`config.mk`:
```
export PLATFORM = sky130hd
export DESIGN_NAME = rle_image_span_blitter
export DESIGN_NICKNAME = d
export VERILOG_FILES = /design/src/hw/rtl/risb_pkg.sv /design/src/hw/rtl/risb_clip.sv /design/src/hw/rtl/rle_image_span_blitter.sv
export SDC_FILE = /design/constraint.sdc
export NUM_CORES = 1
export LEC_CHECK = 0
export BUFFER_PORTS_ARGS = -buffer_cell sky130_fd_sc_hd__clkbuf_2
export CAP_MARGIN = 15
export CORE_ASPECT_RATIO = 0.5
export CORE_MARGIN = 10
export CORE_UTILIZATION = 35
export CTS_BUF_LIST = sky130_fd_sc_hd__clkbuf_2
export CTS_CLUSTER_SIZE = 14
export DETAILED_ROUTE_END_ITERATION = 16
export HOLD_SLACK_MARGIN = 0.15
export PLACE_DENSITY = 0.65
export SLEW_MARGIN = 20
export SYNTH_ARGS = -nofsm -noshare
export SYNTH_HDL_FRONTEND = slang
export SYNTH_SLANG_ARGS = --single-unit
```
`constraint.sdc`:
```
create_clock -name clk -period 6.8 [get_ports clk]
set_input_delay 0.68 -clock clk [delete_from_list [all_inputs] [get_ports clk]]
set_output_delay 0.68 -clock clk [all_outputs]
set_load 0.02 [all_outputs]
```
`src/hw/rtl/risb_pkg.sv`:
```
// risb_pkg: shared types and constants for the RLE image span blitter.
// Holds the sequencer state type, configuration register indexes and
// default sizes. No dependencies.
package risb_pkg;

    // Default sizes, used as top-level parameter defaults
    localparam int DEF_PANEL_W   = 320;
    localparam int DEF_PANEL_H   = 240;
    localparam int DEF_MAX_IMG_W = 256;
    localparam int DEF_MAX_IMG_H = 64;
    localparam int DEF_MAX_SCALE = 8;

    // Configuration port
    localparam int CFG_IDX_W  = 3;
    localparam int CFG_DATA_W = 10;

    localparam logic [CFG_IDX_W-1:0] CFG_ORIGIN_X   = 3'd0;
    localparam logic [CFG_IDX_W-1:0] CFG_ORIGIN_Y   = 3'd1;
    localparam logic [CFG_IDX_W-1:0] CFG_IMG_WIDTH  = 3'd2;
    localparam logic [CFG_IDX_W-1:0] CFG_IMG_HEIGHT = 3'd3;
    localparam logic [CFG_IDX_W-1:0] CFG_SCALE      = 3'd4;

    // Sequencer states
    typedef enum logic [2:0] {
        ST_IDLE,    // waiting for a run
        ST_START,   // row wrap, empty-run and image-end check
        ST_SEG,     // segment length, x = ox + col*s
        ST_MUL_Y,   // y = oy + row*s
        ST_MUL_W,   // x end = x + n*s, y end = y + s, last flag
        ST_CLIP,    // clip to the panel
        ST_FB,      // fb offset = y0*PANEL_W + x0
        ST_OUT      // span request held until taken
    } state_t;

    function automatic int imax(int a, int b);
        return (a > b) ? a : b;
    endfunction

endpackage

```
`src/hw/rtl/risb_clip.sv`:
```
// risb_clip: clips one scaled span rectangle to the panel.
// Combinational; geometry is zero when nothing is left. Uses risb_pkg.
module risb_clip #(
    parameter int PW      = 16,
    parameter int PANEL_W = risb_pkg::DEF_PANEL_W,
    parameter int PANEL_H = risb_pkg::DEF_PANEL_H
) (
    input  logic signed [PW-1:0] x,
    input  logic signed [PW-1:0] xe,
    input  logic signed [PW-1:0] y,
    input  logic signed [PW-1:0] ye,
    output logic                 visible,
    output logic        [PW-1:0] x0,
    output logic        [PW-1:0] y0,
    output logic        [PW-1:0] wd,
    output logic        [PW-1:0] ht
);

    localparam logic signed [PW-1:0] LIM_X = PW'(PANEL_W);
    localparam logic signed [PW-1:0] LIM_Y = PW'(PANEL_H);

    logic signed [PW-1:0] lx0;
    logic signed [PW-1:0] lx1;
    logic signed [PW-1:0] ly0;
    logic signed [PW-1:0] ly1;

    // Clamp the corners to the panel
    always_comb
    begin
        lx0 = x[PW-1] ? '0 : x;
        ly0 = y[PW-1] ? '0 : y;
        lx1 = (xe > LIM_X) ? LIM_X : xe;
        ly1 = (ye > LIM_Y) ? LIM_Y : ye;
    end

    // Hidden spans report zero geometry
    always_comb
    begin
        visible = (lx1 > lx0) && (ly1 > ly0);
        if (visible)
        begin
            x0 = lx0;
            y0 = ly0;
            wd = lx1 - lx0;
            ht = ly1 - ly0;
        end
        else
        begin
            x0 = '0;
            y0 = '0;
            wd = '0;
            ht = '0;
        end
    end

endmodule

```
`src/hw/rtl/rle_image_span_blitter.sv`:
```
// rle_image_span_blitter: RLE runs in, clipped RGB565 span rectangles out.
// Top level: sequencer, shared multiplier, config registers. Uses risb_pkg
// and risb_clip.
//
//  channel  | dir | signals                        | holds
//  ---------+-----+--------------------------------+-----------------------------
//  s_*      | in  | s_tvalid/tready/tdata/tuser    | one run request
//  m_*      | out | m_tvalid/tready/tdata/tuser/   | one span request per segment
//           |     | tlast                          |
//  cfg_*    | in  | cfg_we/index/data              | register write, no read-back
//
// A run enters ST_START; each segment (one per image row touched) then steps
// through ST_SEG, ST_MUL_Y, ST_MUL_W, ST_CLIP, ST_FB and ST_OUT, which holds
// while m_tready is low. The single shared multiplier is used four times per
// segment. A zero-length run, or one after the image is complete, returns to idle from ST_START.
// Reset clears position to column 0, row 0 and the registers to their defaults.
// s_tready is high only between runs.
module rle_image_span_blitter #(
    parameter int PANEL_W   = risb_pkg::DEF_PANEL_W,
    parameter int PANEL_H   = risb_pkg::DEF_PANEL_H,
    parameter int MAX_IMG_W = risb_pkg::DEF_MAX_IMG_W,
    parameter int MAX_IMG_H = risb_pkg::DEF_MAX_IMG_H,
    parameter int MAX_SCALE = risb_pkg::DEF_MAX_SCALE
) (
    input  logic                             clk,
    input  logic                             rst_n,
    // run requests
    input  logic                             s_tvalid,
    output logic                             s_tready,
    input  logic [31:0]                      s_tdata,   // run_length, run_color
    input  logic                             s_tuser,   // first_run
    // span requests
    output logic                             m_tvalid,
    input  logic                             m_tready,
    output logic [63:0]                      m_tdata,   // span_x, span_y, span_width,
                                                        // span_height, fb_offset,
                                                        // span_color, zero pad
    output logic                             m_tuser,   // visible
    output logic                             m_tlast,   // last
    // configuration writes
    input  logic                             cfg_we,
    input  logic [risb_pkg::CFG_IDX_W-1:0]   cfg_index,
    input  logic [risb_pkg::CFG_DATA_W-1:0]  cfg_data
);

    // Widths
    localparam int CW  = (MAX_IMG_W > 1) ? $clog2(MAX_IMG_W) : 1;
    localparam int WW  = $clog2(MAX_IMG_W + 1);
    localparam int RW  = $clog2(MAX_IMG_H + 1);
    localparam int SW  = $clog2(MAX_SCALE + 1);
    localparam int XW  = $clog2(PANEL_W);
    localparam int YW  = $clog2(PANEL_H);
    localparam int XWW = $clog2(PANEL_W + 1);
    localparam int YHW = $clog2(PANEL_H + 1);
    localparam int MA  = risb_pkg::imax(risb_pkg::imax(WW, RW), YW);
    localparam int MB  = risb_pkg::imax(SW, XWW);
    localparam int PW  = risb_pkg::imax(risb_pkg::imax(risb_pkg::imax(WW, RW) + SW,
                             risb_pkg::imax(XWW, YHW)), 10) + 3;
    localparam int FBW = risb_pkg::imax(MA + MB, 17) + 1;

    // Configuration registers
    logic signed [9:0] origin_x_reg;
    logic signed [9:0] origin_y_reg;
    logic        [8:0] img_width_reg;
    logic        [6:0] img_height_reg;
    logic        [3:0] scale_reg;

    // Control state
    risb_pkg::state_t state_reg, state_next;
    logic [CW-1:0]    col_reg, col_next;
    logic [RW-1:0]    row_reg, row_next;

    // Per-run and per-segment payload
    logic [15:0]          len_reg, len_next;
    logic [15:0]          color_reg, color_next;
    logic [WW-1:0]        n_reg, n_next;
    logic signed [PW-1:0] x_reg, x_next;
    logic signed [PW-1:0] xe_reg, xe_next;
    logic signed [PW-1:0] y_reg, y_next;
    logic signed [PW-1:0] ye_reg, ye_next;
    logic                 last_reg, last_next;
    logic                 vis_reg, vis_next;
    logic [PW-1:0]        x0_reg, x0_next;
    logic [PW-1:0]        y0_reg, y0_next;
    logic [PW-1:0]        wd_reg, wd_next;
    logic [PW-1:0]        ht_reg, ht_next;
    logic [16:0]          fb_reg, fb_next;

    // Effective (clamped) settings
    logic [WW-1:0]        w_eff;
    logic [RW-1:0]        h_eff;
    logic [SW-1:0]        s_eff;
    logic signed [PW-1:0] ox;
    logic signed [PW-1:0] oy;

    // Shared multiplier
    logic [MA-1:0]        mul_a;
    logic [MB-1:0]        mul_b;
    logic [MA+MB-1:0]     prod;
    logic signed [PW-1:0] prod_s;
    logic [FBW-1:0]       fb_sum;

    // Segment helpers
    logic [WW-1:0] rem_cols;
    logic [WW-1:0] n_calc;
    logic [WW-1:0] col_sum;
    logic          seg_wrap;
    logic [RW-1:0] row_inc;
    logic          start_wrap;
    logic [RW-1:0] row_chk;

    // Clip outputs
    logic          clip_vis;
    logic [PW-1:0] clip_x0;
    logic [PW-1:0] clip_y0;
    logic [PW-1:0] clip_wd;
    logic [PW-1:0] clip_ht;

    // Register writes
    always_ff @(posedge clk or negedge rst_n)
    begin
        if (!rst_n)
        begin
            origin_x_reg   <= '0;
            origin_y_reg   <= '0;
            img_width_reg  <= 9'd1;
            img_height_reg <= 7'd1;
            scale_reg      <= 4'd1;
        end
        else if (cfg_we)
        begin
            unique case (cfg_index)
                risb_pkg::CFG_ORIGIN_X:   origin_x_reg   <= cfg_data;
                risb_pkg::CFG_ORIGIN_Y:   origin_y_reg   <= cfg_data;
                risb_pkg::CFG_IMG_WIDTH:  img_width_reg  <= cfg_data[8:0];
                risb_pkg::CFG_IMG_HEIGHT: img_height_reg <= cfg_data[6:0];
                risb_pkg::CFG_SCALE:      scale_reg      <= cfg_data[3:0];
                default:                  ;
            endcase
        end
    end

    // Clamp settings: zero counts as one, large values saturate
    always_comb
    begin
        if (img_width_reg == '0)
            w_eff = WW'(1);
        else if (32'(img_width_reg) > MAX_IMG_W)
            w_eff = WW'(MAX_IMG_W);
        else
            w_eff = WW'(img_width_reg);

        if (img_height_reg == '0)
            h_eff = RW'(1);
        else if (32'(img_height_reg) > MAX_IMG_H)
            h_eff = RW'(MAX_IMG_H);
        else
            h_eff = RW'(img_height_reg);

        if (scale_reg == '0)
            s_eff = SW'(1);
        else if (32'(scale_reg) > MAX_SCALE)
            s_eff = SW'(MAX_SCALE);
        else
            s_eff = SW'(scale_reg);
    end

    assign ox = PW'(origin_x_reg);
    assign oy = PW'(origin_y_reg);

    // Multiplier operand select
    always_comb
    begin
        mul_a = '0;
        mul_b = MB'(s_eff);
        unique case (state_reg)
            risb_pkg::ST_SEG:   mul_a = MA'(col_reg);
            risb_pkg::ST_MUL_Y: mul_a = MA'(row_reg);
            risb_pkg::ST_MUL_W: mul_a = MA'(n_reg);
            risb_pkg::ST_FB:
            begin
                mul_a = MA'(y0_reg[YW-1:0]);
                mul_b = MB'(PANEL_W);
            end
            default:            mul_a = '0;
        endcase
    end

    assign prod   = mul_a * mul_b;
    assign prod_s = signed'(PW'(prod));
    assign fb_sum = FBW'(prod) + FBW'(x0_reg[XW-1:0]);

    // Segment length and row advance
    assign rem_cols   = w_eff - WW'(col_reg);
    assign n_calc     = (len_reg < 16'(rem_cols)) ? WW'(len_reg) : rem_cols;
    assign col_sum    = WW'(col_reg) + n_reg;
    assign seg_wrap   = (col_sum >= w_eff);
    assign row_inc    = RW'(row_reg + RW'(1));
    assign start_wrap = (row_reg < h_eff) && (WW'(col_reg) >= w_eff);
    assign row_chk    = start_wrap ? row_inc : row_reg;

    risb_clip #(
        .PW      (PW),
        .PANEL_W (PANEL_W),
        .PANEL_H (PANEL_H)
    ) u_clip (
        .x       (x_reg),
        .xe      (xe_reg),
        .y       (y_reg),
        .ye      (ye_reg),
        .visible (clip_vis),
        .x0      (clip_x0),
        .y0      (clip_y0),
        .wd      (clip_wd),
        .ht      (clip_ht)
    );

    // Sequencer: next state and datapath updates
    always_comb
    begin
        state_next = state_reg;
        col_next   = col_reg;
        row_next   = row_reg;
        len_next   = len_reg;
        color_next = color_reg;
        n_next     = n_reg;
        x_next     = x_reg;
        xe_next    = xe_reg;
        y_next     = y_reg;
        ye_next    = ye_reg;
        last_next  = last_reg;
        vis_next   = vis_reg;
        x0_next    = x0_reg;
        y0_next    = y0_reg;
        wd_next    = wd_reg;
        ht_next    = ht_reg;
        fb_next    = fb_reg;

        unique case (state_reg)
            risb_pkg::ST_IDLE:
            begin
                if (s_tvalid)
                begin
                    len_next   = s_tdata[15:0];
                    color_next = s_tdata[31:16];
                    if (s_tuser)
                    begin
                        col_next = '0;
                        row_next = '0;
                    end
                    state_next = risb_pkg::ST_START;
                end
            end
            risb_pkg::ST_START:
            begin
                // column past a lowered width moves to the next row
                if (start_wrap)
                begin
                    col_next = '0;
                    row_next = row_inc;
                end
                if ((row_chk >= h_eff) || (len_reg == '0))
                    state_next = risb_pkg::ST_IDLE;
                else
                    state_next = risb_pkg::ST_SEG;
            end
            risb_pkg::ST_SEG:
            begin
                n_next     = n_calc;
                x_next     = ox + prod_s;
                state_next = risb_pkg::ST_MUL_Y;
            end
            risb_pkg::ST_MUL_Y:
            begin
                y_next     = oy + prod_s;
                state_next = risb_pkg::ST_MUL_W;
            end
            risb_pkg::ST_MUL_W:
            begin
                xe_next    = x_reg + prod_s;
                ye_next    = y_reg + signed'(PW'(s_eff));
                // run ends when its pixels or the image run out
                last_next  = (len_reg == 16'(n_reg)) || (seg_wrap && (row_inc >= h_eff));
                state_next = risb_pkg::ST_CLIP;
            end
            risb_pkg::ST_CLIP:
            begin
                vis_next   = clip_vis;
                x0_next    = clip_x0;
                y0_next    = clip_y0;
                wd_next    = clip_wd;
                ht_next    = clip_ht;
                state_next = risb_pkg::ST_FB;
            end
            risb_pkg::ST_FB:
            begin
                fb_next    = fb_sum[16:0];
                state_next = risb_pkg::ST_OUT;
            end
            risb_pkg::ST_OUT:
            begin
                if (m_tready)
                begin
                    len_next = len_reg - 16'(n_reg);
                    if (seg_wrap)
                    begin
                        col_next = '0;
                        row_next = row_inc;
                    end
                    else
                    begin
                        col_next = CW'(col_sum);
                    end
                    state_next = last_reg ? risb_pkg::ST_IDLE : risb_pkg::ST_SEG;
                end
            end
            default:
            begin
                state_next = risb_pkg::ST_IDLE;
            end
        endcase
    end

    // Control registers
    always_ff @(posedge clk or negedge rst_n)
    begin
        if (!rst_n)
        begin
            state_reg <= risb_pkg::ST_IDLE;
            col_reg   <= '0;
            row_reg   <= '0;
        end
        else
        begin
            state_reg <= state_next;
            col_reg   <= col_next;
            row_reg   <= row_next;
        end
    end

    // Payload registers
    always_ff @(posedge clk)
    begin
        len_reg   <= len_next;
        color_reg <= color_next;
        n_reg     <= n_next;
        x_reg     <= x_next;
        xe_reg    <= xe_next;
        y_reg     <= y_next;
        ye_reg    <= ye_next;
        last_reg  <= last_next;
        vis_reg   <= vis_next;
        x0_reg    <= x0_next;
        y0_reg    <= y0_next;
        wd_reg    <= wd_next;
        ht_reg    <= ht_next;
        fb_reg    <= fb_next;
    end

    // Ports
    assign s_tready = (state_reg == risb_pkg::ST_IDLE);
    assign m_tvalid = (state_reg == risb_pkg::ST_OUT);
    assign m_tuser  = vis_reg;
    assign m_tlast  = last_reg;
    assign m_tdata  = {1'b0, color_reg, fb_reg, ht_reg[3:0], wd_reg[8:0],
                       y0_reg[7:0], x0_reg[8:0]};

    // Checks
    a_ready_excl: assert property (@(posedge clk) disable iff (!rst_n)
        s_tready |-> !m_tvalid)
        else $error("run request accepted while a span is pending");

    a_hidden_zero: assert property (@(posedge clk) disable iff (!rst_n)
        (m_tvalid && !m_tuser) |-> (m_tdata[46:0] == '0))
        else $error("hidden span carries geometry");

    a_col_in_row: assert property (@(posedge clk) disable iff (!rst_n)
        (state_reg == risb_pkg::ST_SEG) |-> (WW'(col_reg) < w_eff))
        else $error("segment starts past the row end");

    a_row_in_img: assert property (@(posedge clk) disable iff (!rst_n)
        m_tvalid |-> (row_reg < h_eff))
        else $error("span issued past the image end");

    a_last_idle: assert property (@(posedge clk) disable iff (!rst_n)
        (m_tvalid && m_tready && m_tlast) |=> s_tready)
        else $error("not idle after the last span of a run");

endmodule
```
Word-level counts from Yosys, hierarchy flattened

Cells that the tools add are included.

Memories: 0
ROM bits: 0
Bits of input ports: 51
Bits in writable memories: 0
Bits in registers: 212
Latch bits: 0
Output and inout bits: 68

Equal/unequal tests: 17
Muxes and demuxes: 33
$lt $le $gt $ge: 13
Multipliers: 1
Reductions and logical operators: 23
Shift operators: 0
Add/sub/neg operators: 11
Divide/modulo/power cells: 0
Bitwise operators: 0

Operator list:

| kind                   | number |
|---|---|
| $mux W16               | 4 |
| $mux W7                | 7 |
| $mux W8                | 5 |
| $mux W9                | 4 |
| $pmux W9 S4            | 1 |
| $add A10 B16 Y16       | 2 |
| $gt A16 B16 Y1         | 2 |
| $pmux W16 S2           | 1 |
| $mux W15               | 2 |
| $pmux W3 S8            | 1 |
| $pmux W8 S3            | 1 |
| $pmux W7 S3            | 1 |
| $add A17 B9 Y17        | 1 |
| $mul A9 B9 Y17         | 1 |
| $add A16 B16 Y16       | 1 |
| $add A16 B5 Y16        | 1 |
| $eq A16 B9 Y1          | 1 |
| $gt A16 B10 Y1 const B | 1 |
| $gt A16 B9 Y1 const B  | 1 |
| $logic_not A16 Y1      | 1 |
| $lt A16 B9 Y1          | 1 |
| $sub A16 B9 Y16        | 1 |
| $eq A3 B3 Y1 const B   | 5 |
| $ge A7 B7 Y1           | 2 |
| 29 further kinds       | 50 |

Depth between registers and ports, before layout

Gate-level depths: netlist of the first run.

Depth in word-level cells: 10
Gate-level depth with buffers: 29
Depth with buffers taken out: 28

Modules after synthesis

Synthesis of the first run repeated with hierarchy kept, for this count alone.

Cells, all modules: 1671
Area total of the unflattened synthesis: 16628.4 sq um

Modules (own cells, without submodules):

| module                 | times used | seq. area each (sq um) | cells each | area an instance (sq um) |
|---|---|---|---|---|
| rle_image_span_blitter | 1          | 6079.6                 | 1331       | 14422.6 |
| risb_clip              | 1          | 0.0                    | 340        | 2205.9 |

Least setup slack after synthesis of the first run

No wires, ideal clock.

Kind: reg2reg
From: register state_reg[0]
To: register y_reg[15], data pin
Clock period less this slack: 6964 ps
Path buffers: 0
Data arrival time: 6705 ps
Setup slack: -164 ps
Setup time: 259 ps
Cell stages (with the launch flop): 26
Path through: dfrtp_1 > nand2b_1 > nor2_1 > a22o_1 > a211oi_1 > nand2b_1 > fa_1 > inv_1 > ha_1 > ha_1 > inv_1 > fa_1 > inv_1 > ha_1 > nor2b_4 > o31a_4 > a21oi_1 > ha_1 > and2_1 > o21ai_0 > inv_1 > a2111oi_0 > o21bai_1 > nand2_1 > o21ai_1 > xnor2_1

Word-level cells in the longest chain between the ends: 4

Ends and longest elaborated chain:

| what                                         | line                          | text |
|---|---|---|
| start: declaration                           | rle_image_span_blitter.sv:69  | `risb_pkg::state_t state_reg, state_next;` |
| start signal: assignment                     | rle_image_span_blitter.sv:329 | `state_reg <= risb_pkg::ST_IDLE;` |
| start signal: assignment                     | rle_image_span_blitter.sv:335 | `state_reg <= state_next;` |
| $eq A3 B3 Y1 or $eq A3 B2 Y1 (tied branches) | rle_image_span_blitter.sv:176 | `unique case (state_reg)` |
| $pmux W9 S4 or $mux W9 (tied branches)       | rle_image_span_blitter.sv:176 |  |
| $mul A9 B9 Y17 *                             | rle_image_span_blitter.sv:189 | `assign prod = mul_a * mul_b;` |
| $add A10 B16 Y16 *                           | rle_image_span_blitter.sv:275 | `y_next = oy + prod_s;` |
| end signal: assignment                       | rle_image_span_blitter.sv:349 | `y_reg <= y_next;` |
| end: declaration                             | rle_image_span_blitter.sv:79  | `logic signed [PW-1:0] y_reg, y_next;` |

Every way passes the cells marked *; elsewhere a longest branch is shown, timed or not.
A chain may end at the register's enable or synchronous reset.

Final worst setup path of the first run

From: register state_reg[0]
To: register x_reg[15], data pin

Word-level cells in the longest chain between the ends: 4

Ends and longest elaborated chain:

| what                                         | line                          | text |
|---|---|---|
| $eq A3 B3 Y1 or $eq A3 B2 Y1 (tied branches) | rle_image_span_blitter.sv:176 |  |
| $pmux W9 S4 or $mux W9 (tied branches)       | rle_image_span_blitter.sv:176 |  |
| $mul A9 B9 Y17 *                             | rle_image_span_blitter.sv:189 |  |
| $add A10 B16 Y16 *                           | rle_image_span_blitter.sv:270 | `x_next = ox + prod_s;` |
| end signal: assignment                       | rle_image_span_blitter.sv:347 | `x_reg <= x_next;` |
| end: declaration                             | rle_image_span_blitter.sv:77  | `logic signed [PW-1:0] x_reg, x_next;` |

Marks and branches as above.

==> results of run 1 <==
-- metal layers --
metal	wire (um)	GRT usage, %
met5	0	0
met4	1483	5.709
met3	2270	3.225
met1	18110	18.33
met2	18860	24.66
-- kinds of logic after synthesis --
| family | Yosys count | synth area share, % |
|---|---|---|
| AND/OR/NAND/NOR | 450 | 14.44 |
| AO/OA/AOI/OAI | 329 | 13.91 |
| adder cells (fa/ha/maj) | 239 | 20.09 |
| flip-flops | 212 | 37.73 |
| buffers and inverters | 159 | 3.797 |
| XOR/XNOR | 118 | 6.577 |
| multiplexers | 50 | 3.424 |
| other | 1 | 0.02327 |
-- report_power, final --
part           total [mW]  internal, mW  leakage, nW  switching, mW
clock               0.925         0.350        0.380          0.575
combinational        5.56          2.38         5.91           3.18
sequential           2.40          2.09         2.14          0.310
total                8.88          4.82         8.43           4.06
-- path summary, 6_finish.rpt --
check	slack, ns	depth (start not counted)	end	startpoint
hold / removal	0.28	3	origin_x_reg[1]	cfg_index[0]
setup reg to reg	0.37	27	x_reg[15]	state_reg[0]
setup / recovery	0.37	27	x_reg[15]	state_reg[0]
hold reg to reg	0.53	1	origin_y_reg[3]	origin_y_reg[3]
min in group asynchronous	0.45	3	origin_x_reg[1]	rst_n
max in group asynchronous	5.76	3	img_height_reg[1]	rst_n
-- timing repair --
action / CTS / global route
resized for setup: 0 / 12
setup endpoints to repair: 0 / 8
buffers inserted: 0 / 0
hold buffers: 45 / 0
endpoints found under the hold margin: 129 / 0
-- tightest hold or removal path: stages --
cell and delay [ns]:
clkbuf_2 0.15, nor4b_4 0.13, mux2_2 0.24
-- cells in the final DEF, fill, tap and decap left out, types with 10 or more instances in the layout --
cell type,synthesis,final
a21oi_1,84,83
edfxtp_1,154,154
nand3_1,21,21
nor2_1,104,102
clkinv_1,1,10
nor2b_1,37,37
nand2_1,96,96
nor3_1,34,32
a21o_1,39,39
dlygate4sd3_1,0,45
buf_4,2,20
a211oi_1,13,10
and2_1,27,26
ha_1,206,206
nand2b_1,56,56
o21a_1,24,24
nand4_1,13,13
xnor2_1,86,84
o21bai_1,10,10
inv_1,126,126
mux2_2,41,41
xor2_1,30,30
clkbuf_2,0,195
dfrtp_1,55,55
o21ai_0,62,62
fa_1,33,33
-- layout make-up --
| class | instances | area, um^2 |
|---|---|---|
| multi-input combinational | 1188 | 9533 |
| tap | 598 | 748.2 |
| fill | 4363 | 26810 |
| antenna | 1 | 2.502 |
| clock inverter | 18 | 110.1 |
| sequential | 212 | 6080 |
| clock buffer | 78 | 390.4 |
| timing repair buffer | 183 | 1197 |
| inverter | 128 | 480.5 |
-- metrics by stage --
step / hold slack [ns] / utilization (%) / total power, mW / instances
global placement: 0.4982 / 38.65 / 7.828 / 2264
detailed placement: 0.5026 / 38.65 / 7.925 / 2264
CTS: 0.2014 / 40.74 / 8.911 / 2405
finish: 0.2808 / 40.89 / 8.885 / 2406
global route: 0.2121 / 40.89 / 9.762 / 2406
floorplan: 0.3844 / - / 6.511 / 1559
==> results.json, run 1 <==
{
  "place_area_um2": 17530,
  "rsz0062_at_grt": "no",
  "die-area_um2": 55540,
  "cts_tree": "done",
  "slew_violations": 0,
  "drive_gt1_share_pct": 17.54,
  "antenna_left": 0,
  "die-width_um": 323.5,
  "final_nets": 2056,
  "antenna_found_initial": 1,
  "dr.pass1.iters": 5,
  "vdd_drop_max_uv": 212.3,
  "clk_pin_slew_ns": 0.11,
  "synthesis.area_um2": 16110,
  "cp-start-kind": "flop",
  "p_leak_nw": 8.432,
  "status": "completed",
  "min_path_type": "in2reg",
  "fin_crit_ns": 6.434,
  "ys_types": 87,
  "post-place-ws_ns": 0.1958,
  "grt_max_degree": 59,
  "worst_slack_ns": 0.3660,
  "yosys.area.top_type": "edfxtp_1",
  "timing.fmax_mhz": 155.4,
  "async_flop_share_pct": 27.36,
  "cts_made_buffers": 53,
  "synth-edff-count": 154,
  "dp.final_hpwl_um": 31870,
  "timing.critical_path.buf_inv": 5,
  "ys_seq_area_share_pct": 37.73,
  "cpPeakStageDelay_ns": 0.55,
  "dieHeight_um": 171.7,
  "fin_setup_tns_ns": 0,
  "synth_common_cells": "ha_1 (206), edfxtp_1 (154), inv_1 (126)",
  "first_global_vias": 12400,
  "placeableCoreArea_um2": 45350,
  "syn_area_per_cell_um2": 10.34,
  "drt_iter0_markers": 724,
  "clk_path_buf_depth": 3,
  "cts_sinks": 212,
  "cp.arrival_ns": 7.11,
  "final_hold_viol_count": 0,
  "gp_congestion": 0.9364,
  "end_kind": "flop",
  "htree_levels": 2,
  "netlist_instances": 1558,
  "grt_usage_pct": 14.70,
  "finalCritPeriodShare_pct": 94.62,
  "root_buffer": "clkbuf_2",
  "syn2layout_area_growth_pct": 15.06,
  "skew_ns": 0.1069,
  "drc_errors": 0,
  "cp.required_ns": 7.48,
  "numPortBuffers": 117,
  "critPathKind": "reg2reg",
  "placementRows": 55,
  "path_delay_family": "adder cells",
  "final_area_um2": 18540,
  "start_util_pct": 35.53,
  "slew-limit-headroom_pct": 34.60,
  "slowest_stage": "fa_1",
  "clk_latency_ns": 0.97,
  "setup_viol": 0,
  "wl_um": 40720,
  "yosysWarnings": 0,
  "crit_fanout": 9,
  "pin_count": 119,
  "avgViaCountPerCell": 5.091,
  "synth-seq-cells": 212,
  "wl_per_cell_um": 16.92,
  "power_density_nw_per_um2": 479.2,
  "yosysTopAreaCellShare_pct": 28.70,
  "synth_most_common_cell": "ha_1",
  "ys.flop_type": "edfxtp_1",
  "worst_pin_slew_ns": 0.9739,
  "largest_register_ffs": 17,
  "vias": 12250,
  "synth.area.top_cells": "edfxtp_1 (29%), ha_1 (16%), dfrtp_1 (8.5%), xnor2_1 (4.7%), fa_1 (4.1%)",
  "grt_pass1_wl_um": 65210,
  "grt_overflow": 0,
  "max_cap_viol_count": 0
}
No activity file was read; power rests on OpenSTA's default activity.
==> run 2: changes to the inputs <==
--- a/config.mk
+++ b/config.mk
@@ -9,12 +9,12 @@
 export CAP_MARGIN = 15
 export CORE_ASPECT_RATIO = 0.5
 export CORE_MARGIN = 10
-export CORE_UTILIZATION = 35
+export CORE_UTILIZATION = 25
 export CTS_BUF_LIST = sky130_fd_sc_hd__clkbuf_2
 export CTS_CLUSTER_SIZE = 14
 export DETAILED_ROUTE_END_ITERATION = 16
 export HOLD_SLACK_MARGIN = 0.15
-export PLACE_DENSITY = 0.65
+export PLACE_DENSITY = 0.53
 export SLEW_MARGIN = 20
 export SYNTH_ARGS = -nofsm -noshare
 export SYNTH_HDL_FRONTEND = slang
==> run 2 against run 1 <==
  * Worst setup slack better by 0.092 ns
  * Critical path type unchanged
  * First-iteration DRC count stayed put
  * Die area is 36% higher
  * Critical path depth is 2 lower
==> results.json, run 2 (synthesized netlist as in run 1, its figures left out) <==
{
  "cp.required_ns": 7.61,
  "layout_common_cells": "ha_1 (206), clkbuf_2 (206), edfxtp_1 (154)",
  "pin_count": 119,
  "gr-max-usage-layer": "met2",
  "cts_sinks": 212,
  "final_hold_viol_count": 0,
  "setup_viol": 0,
  "dr.pass1.iters": 5,
  "grt_util_met1_pct": 15.01,
  "r2r_end": "xe_reg[15]",
  "fin_crit_ns": 6.342,
  "final_core_util_pct": 29.81,
  "final_area_um2": 18910,
  "p_total_mw": 9.005,
  "rsz0062_at_grt": "no",
  "status": "completed",
  "crit_fanout": 11,
  "placeableCoreArea_um2": 63440,
  "slew_violations": 0,
  "critPathKind": "reg2reg",
  "largest_register_ffs": 17,
  "place_area_um2": 17820,
  "finalCritPeriodShare_pct": 93.27,
  "antenna_left": 0,
  "post-place-ws_ns": 0.1431,
  "start_util_pct": 25.40,
  "gp_congestion": 0.8682,
  "syn2layout_area_growth_pct": 17.37,
  "clk_path_buf_depth": 3,
  "max_cap_viol_count": 0,
  "worst_hold_slack_ns": 0.3556,
  "dieHeight_um": 199.5,
  "cp-start-kind": "flop",
  "avgViaCountPerCell": 4.575,
  "grt_usage_pct": 11.52,
  "cts_made_buffers": 56,
  "r2r_setup_slack_ns": 0.46,
  "timing.fmax_mhz": 157.7,
  "grt_pass1_wl_um": 69040,
  "vias": 12160,
  "cts_tree": "done",
  "drt_iter0_markers": 724,
  "grt_use_met3_pct": 2.144,
  "slew-limit-headroom_pct": 30.14,
  "wl_um": 43580,
  "worst_slack_ns": 0.4575,
  "r2r_cells": 25,
  "drive_gt1_share_pct": 17.96,
  "final_nets": 2064,
  "post-cts-setup-buffers": 0,
  "power_density_nw_per_um2": 476.1,
  "end_kind": "flop",
  "fin_cells": 2659,
  "root_buffer": "clkbuf_2",
  "p_leak_nw": 8.478,
  "r2r_start": "state_reg[0]",
  "clk_latency_ns": 1.04,
  "grtUsageMet2_pct": 19.47,
  "antenna_found_initial": 1,
  "worst_pin_slew_ns": 1.040,
  "grt_overflow": 0,
  "dp.final_hpwl_um": 34140,
  "die-area_um2": 75630,
  "placementRows": 65,
  "wl_per_cell_um": 16.39,
  "vdd_drop_max_uv": 159.6,
  "drc_errors": 0,
  "grt_max_degree": 59,
  "clk_pin_slew_ns": 0.13,
  "numPortBuffers": 117,
  "first_global_vias": 12390,
  "cp.arrival_ns": 7.15,
  "min_path_type": "in2async",
  "skew_ns": 0.1334,
  "die-width_um": 379.0,
  "fin_setup_tns_ns": 0,
  "htree_levels": 2,
  "fillers": 6675,
  "dpl.cell_count": 2503
}
[run 2: cell count changes in the layout (fill, tap and decap cells not counted), moves of 2 or more]
cell | previous run | this run
clkbuf_2 | 195 | 206
clkinv_1 | 10 | 8
dlygate4sd3_1 | 45 | 50
clkinv_2 | 6 | 4
[run 2: cell type report]
class                      instances  area [um^2]  share of cell area (%)
tap                              837         1047                   5.537
timing repair buffer             188         1247                   6.596
inverter                         128        484.2                   2.560
antenna                            1        2.502                 0.01323
multi-input combinational       1188         9505                   50.26
clock buffer                      89        445.4                   2.355
sequential                       212         6080                   32.14
clock inverter                    16        101.3                  0.5359
[run 2: worst max-delay path by stage]
stage / to / startpoint / cells after the start
floorplan: y_reg[15] / state_reg[0] / 26
global placement: xe_reg[15] / state_reg[0] / 25
detailed placement: xe_reg[15] / state_reg[0] / 24
CTS: y_reg[15] / state_reg[0] / 27
global route: x_reg[13] / state_reg[0] / 27
finish: xe_reg[15] / state_reg[0] / 25
[run 2: metal layers]
layer	vias up	routed length, um
li1	6076	-
met1	5814	20720
met2	204	20380
met3	70	1631
met4	0	849
met5	-	0
[run 2: critical path, stage by stage (launching register included)]
cell,delay (ns)
dfrtp_1,0.38
nand2b_1,0.17
or2_2,0.34
clkinvlp_4,0.16
buf_6,0.19
and2_2,0.24
a221o_1,0.17
nand2_1,0.08
fa_1,0.50
inv_1,0.04
ha_1,0.29
fa_1,0.48
inv_1,0.05
fa_1,0.52
inv_1,0.04
ha_1,0.27
or4_1,0.57
o211ai_1,0.22
nand2b_1,0.08
a21o_1,0.20
xnor2_2,0.26
inv_2,0.13
ha_1,0.34
a21o_1,0.17
a41oi_1,0.19
xnor2_1,0.10
[run 2: repair_timing]
action	4_1_cts	5_1_grt
resized for setup	0	12
endpoints found under the hold margin	131	0
endpoints found under the setup margin	0	8
hold buffers	50	0
[run 2: where the power goes]
group / switching [mW] / internal, mW / total [mW]
Clock: 0.615 / 0.391 / 1.01
Sequential: 0.311 / 2.09 / 2.40
Combinational: 3.22 / 2.37 / 5.60
Total: 4.15 / 4.86 / 9.01
==> run 3: changes to the inputs <==
--- a/config.mk
+++ b/config.mk
@@ -13,9 +13,11 @@
 export CTS_BUF_LIST = sky130_fd_sc_hd__clkbuf_2
 export CTS_CLUSTER_SIZE = 14
 export DETAILED_ROUTE_END_ITERATION = 16
+export GPL_TIMING_DRIVEN = 0
 export HOLD_SLACK_MARGIN = 0.15
 export PLACE_DENSITY = 0.53
 export SLEW_MARGIN = 20
 export SYNTH_ARGS = -nofsm -noshare
 export SYNTH_HDL_FRONTEND = slang
+export SYNTH_HIERARCHICAL = 1
 export SYNTH_SLANG_ARGS = --single-unit
==> run 3 against run 2 <==
  * Critical endpoint unchanged
  * Critical path type unchanged
  * Synthesized cell count is 0.13% higher
  * Fmax is 1.9% lower
  * Hold slack worse by 0.12 ns
  * Sequential share of layout area is 0.60 points lower
  * Synthesized area is 0.78% lower
  * Clock-buffer cell count is 10 lower
  * Largest cell class unchanged
  * Routed wire length is 1.5% higher
  * Core utilization is 0.68 points higher
  * Clock skew is 0.072 ns higher
==> results.json, run 3 <==
{
  "drive_gt1_share_pct": 19.31,
  "cts_tree": "done",
  "gp_congestion": 0.8710,
  "power_density_nw_per_um2": 472.4,
  "grt_overflow": 0,
  "wl_um": 44220,
  "worst_slack_ns": 0.3359,
  "hold_depth": 2,
  "vias": 12220,
  "numPortBuffers": 117,
  "end_kind": "flop",
  "final_nets": 2111,
  "fin_crit_ns": 6.464,
  "clk_path_buf_depth": 3,
  "cp.required_ns": 7.47,
  "final_core_util_pct": 30.50,
  "pin_count": 119,
  "p_leak_nw": 8.459,
  "wl_met1_um": 18840,
  "drc_errors": 0,
  "die-width_um": 377.6,
  "status": "completed",
  "min_to": "origin_y_reg[0]",
  "clk_latency_ns": 0.98,
  "final_hold_viol_count": 0,
  "synthesis.area_um2": 15990,
  "placeableCoreArea_um2": 63190,
  "r2r_setup_slack_ns": 0.34,
  "netlist_instances": 1560,
  "grt_max_degree": 34,
  "avgViaCountPerCell": 4.521,
  "min_from": "cfg_data[0]",
  "yosysWarnings": 6,
  "critPathKind": "reg2reg",
  "path_common_cell": "ha_1",
  "skew_ns": 0.2056,
  "root_buffer": "clkbuf_2",
  "syn_area_per_cell_um2": 10.25,
  "dr_wl_met3_um": 1978,
  "grt_pass1_wl_um": 68120,
  "largest_register_ffs": 17,
  "dieHeight_um": 198.8,
  "dr.pass1.iters": 5,
  "finalCritPeriodShare_pct": 95.06,
  "slowest_stage": "fa_1",
  "setup_viol": 0,
  "antenna_left": 0,
  "htree_levels": 2,
  "r2r_start": "state_reg[2]",
  "grt_usage_pct": 11.50,
  "dp.final_hpwl_um": 34340,
  "drt_iter0_markers": 575,
  "first_global_vias": 12420,
  "worst_pin_slew_ns": 0.9326,
  "cpPeakStageDelay_ns": 0.52,
  "timing.fmax_mhz": 154.7,
  "final_common_cell": "ha_1",
  "wl_met2_um": 21900,
  "slew-limit-headroom_pct": 37.60,
  "slew_violations": 0,
  "syn2layout_area_growth_pct": 20.54,
  "antenna_found_initial": 1,
  "p_total_mw": 9.105,
  "clk_pin_slew_ns": 0.11,
  "r2r_cells": 27,
  "post-place-ws_ns": -1.861,
  "min_path_type": "in2reg",
  "cp-start-kind": "flop",
  "cts_sinks": 212,
  "fin_setup_tns_ns": 0,
  "cts_made_buffers": 59,
  "top_layer_used": "met4",
  "wl_per_cell_um": 16.37,
  "crit_fanout": 10,
  "max_cap_viol_count": 0,
  "die-area_um2": 75080,
  "layout_common_cells": "ha_1 (202), clkbuf_2 (198), edfxtp_1 (154)",
  "placementRows": 65,
  "r2r_end": "xe_reg[15]",
  "start_util_pct": 25.30,
  "vdd_drop_max_uv": 162.5,
  "cp.arrival_ns": 7.14
}
[run 3: where the power goes]
group / switching (mW) / internal (mW)
combinational: 3.30 / 2.46
sequential: 0.294 / 2.07
clock: 0.585 / 0.397
[run 3: worst max-delay path by stage]
stage                 endpoint  slack, ns          from
finish              xe_reg[15]       0.34  state_reg[2]
global route         x_reg[13]      -0.06  state_reg[1]
CTS                  y_reg[15]      0.008  state_reg[1]
detailed placement   y_reg[15]      -1.86  state_reg[1]
global placement     y_reg[15]      -1.78  state_reg[1]
floorplan            y_reg[15]       0.01  state_reg[1]
[run 3: layer usage]
metal	GRT usage, %	vias to the layer above
met5	0	-
met2	20.63	213
met3	2.223	75
met1	13.46	5800
li1	-	6129
met4	4.458	0
[run 3: critical path, delay by kind of cell, from the launching register on]
family / cells / cell delay [ns]
AO/OA/AOI/OAI: 8 / 1.84
adder cells (fa/ha/maj): 7 / 2.36
AND/OR/NAND/NOR: 5 / 0.71
buffers and inverters: 6 / 0.79
XOR/XNOR: 1 / 0.12
flip-flops: 1 / 0.35
[run 3: layout make-up]
cell class,instances,area [um^2]
timing repair buffer,197,1360
timing repair inverter,1,8.758
tap,837,1047
multi-input combinational,1186,9509
sequential,212,6080
clock buffer,79,395.4
clock inverter,25,155.1
buffer,34,210.2
fill,6580,43920
antenna,1,2.502
inverter,130,504.2
[run 3: what timing repair did]
item                                    in CTS  in global routing
hold buffers                                44                  0
pin swaps                                    8                 11
gates cloned                                 2                  2
endpoints found under the hold margin       93                  0
buffers inserted                            16                 11
endpoints found under the setup margin      41                 14
gates resized for setup                     27                 30
[run 3: per-stage QoR]
step	area (um^2)	hold slack, ns	cells
2_1_floorplan	16000	0.3844	1561
3_3_place_gp	17630	0.4993	2515
3_5_place_dp	17740	0.5040	2522
4_1_cts	19040	0.1524	2688
5_1_grt	19270	0.1606	2702
6_report	19270	0.2360	2702
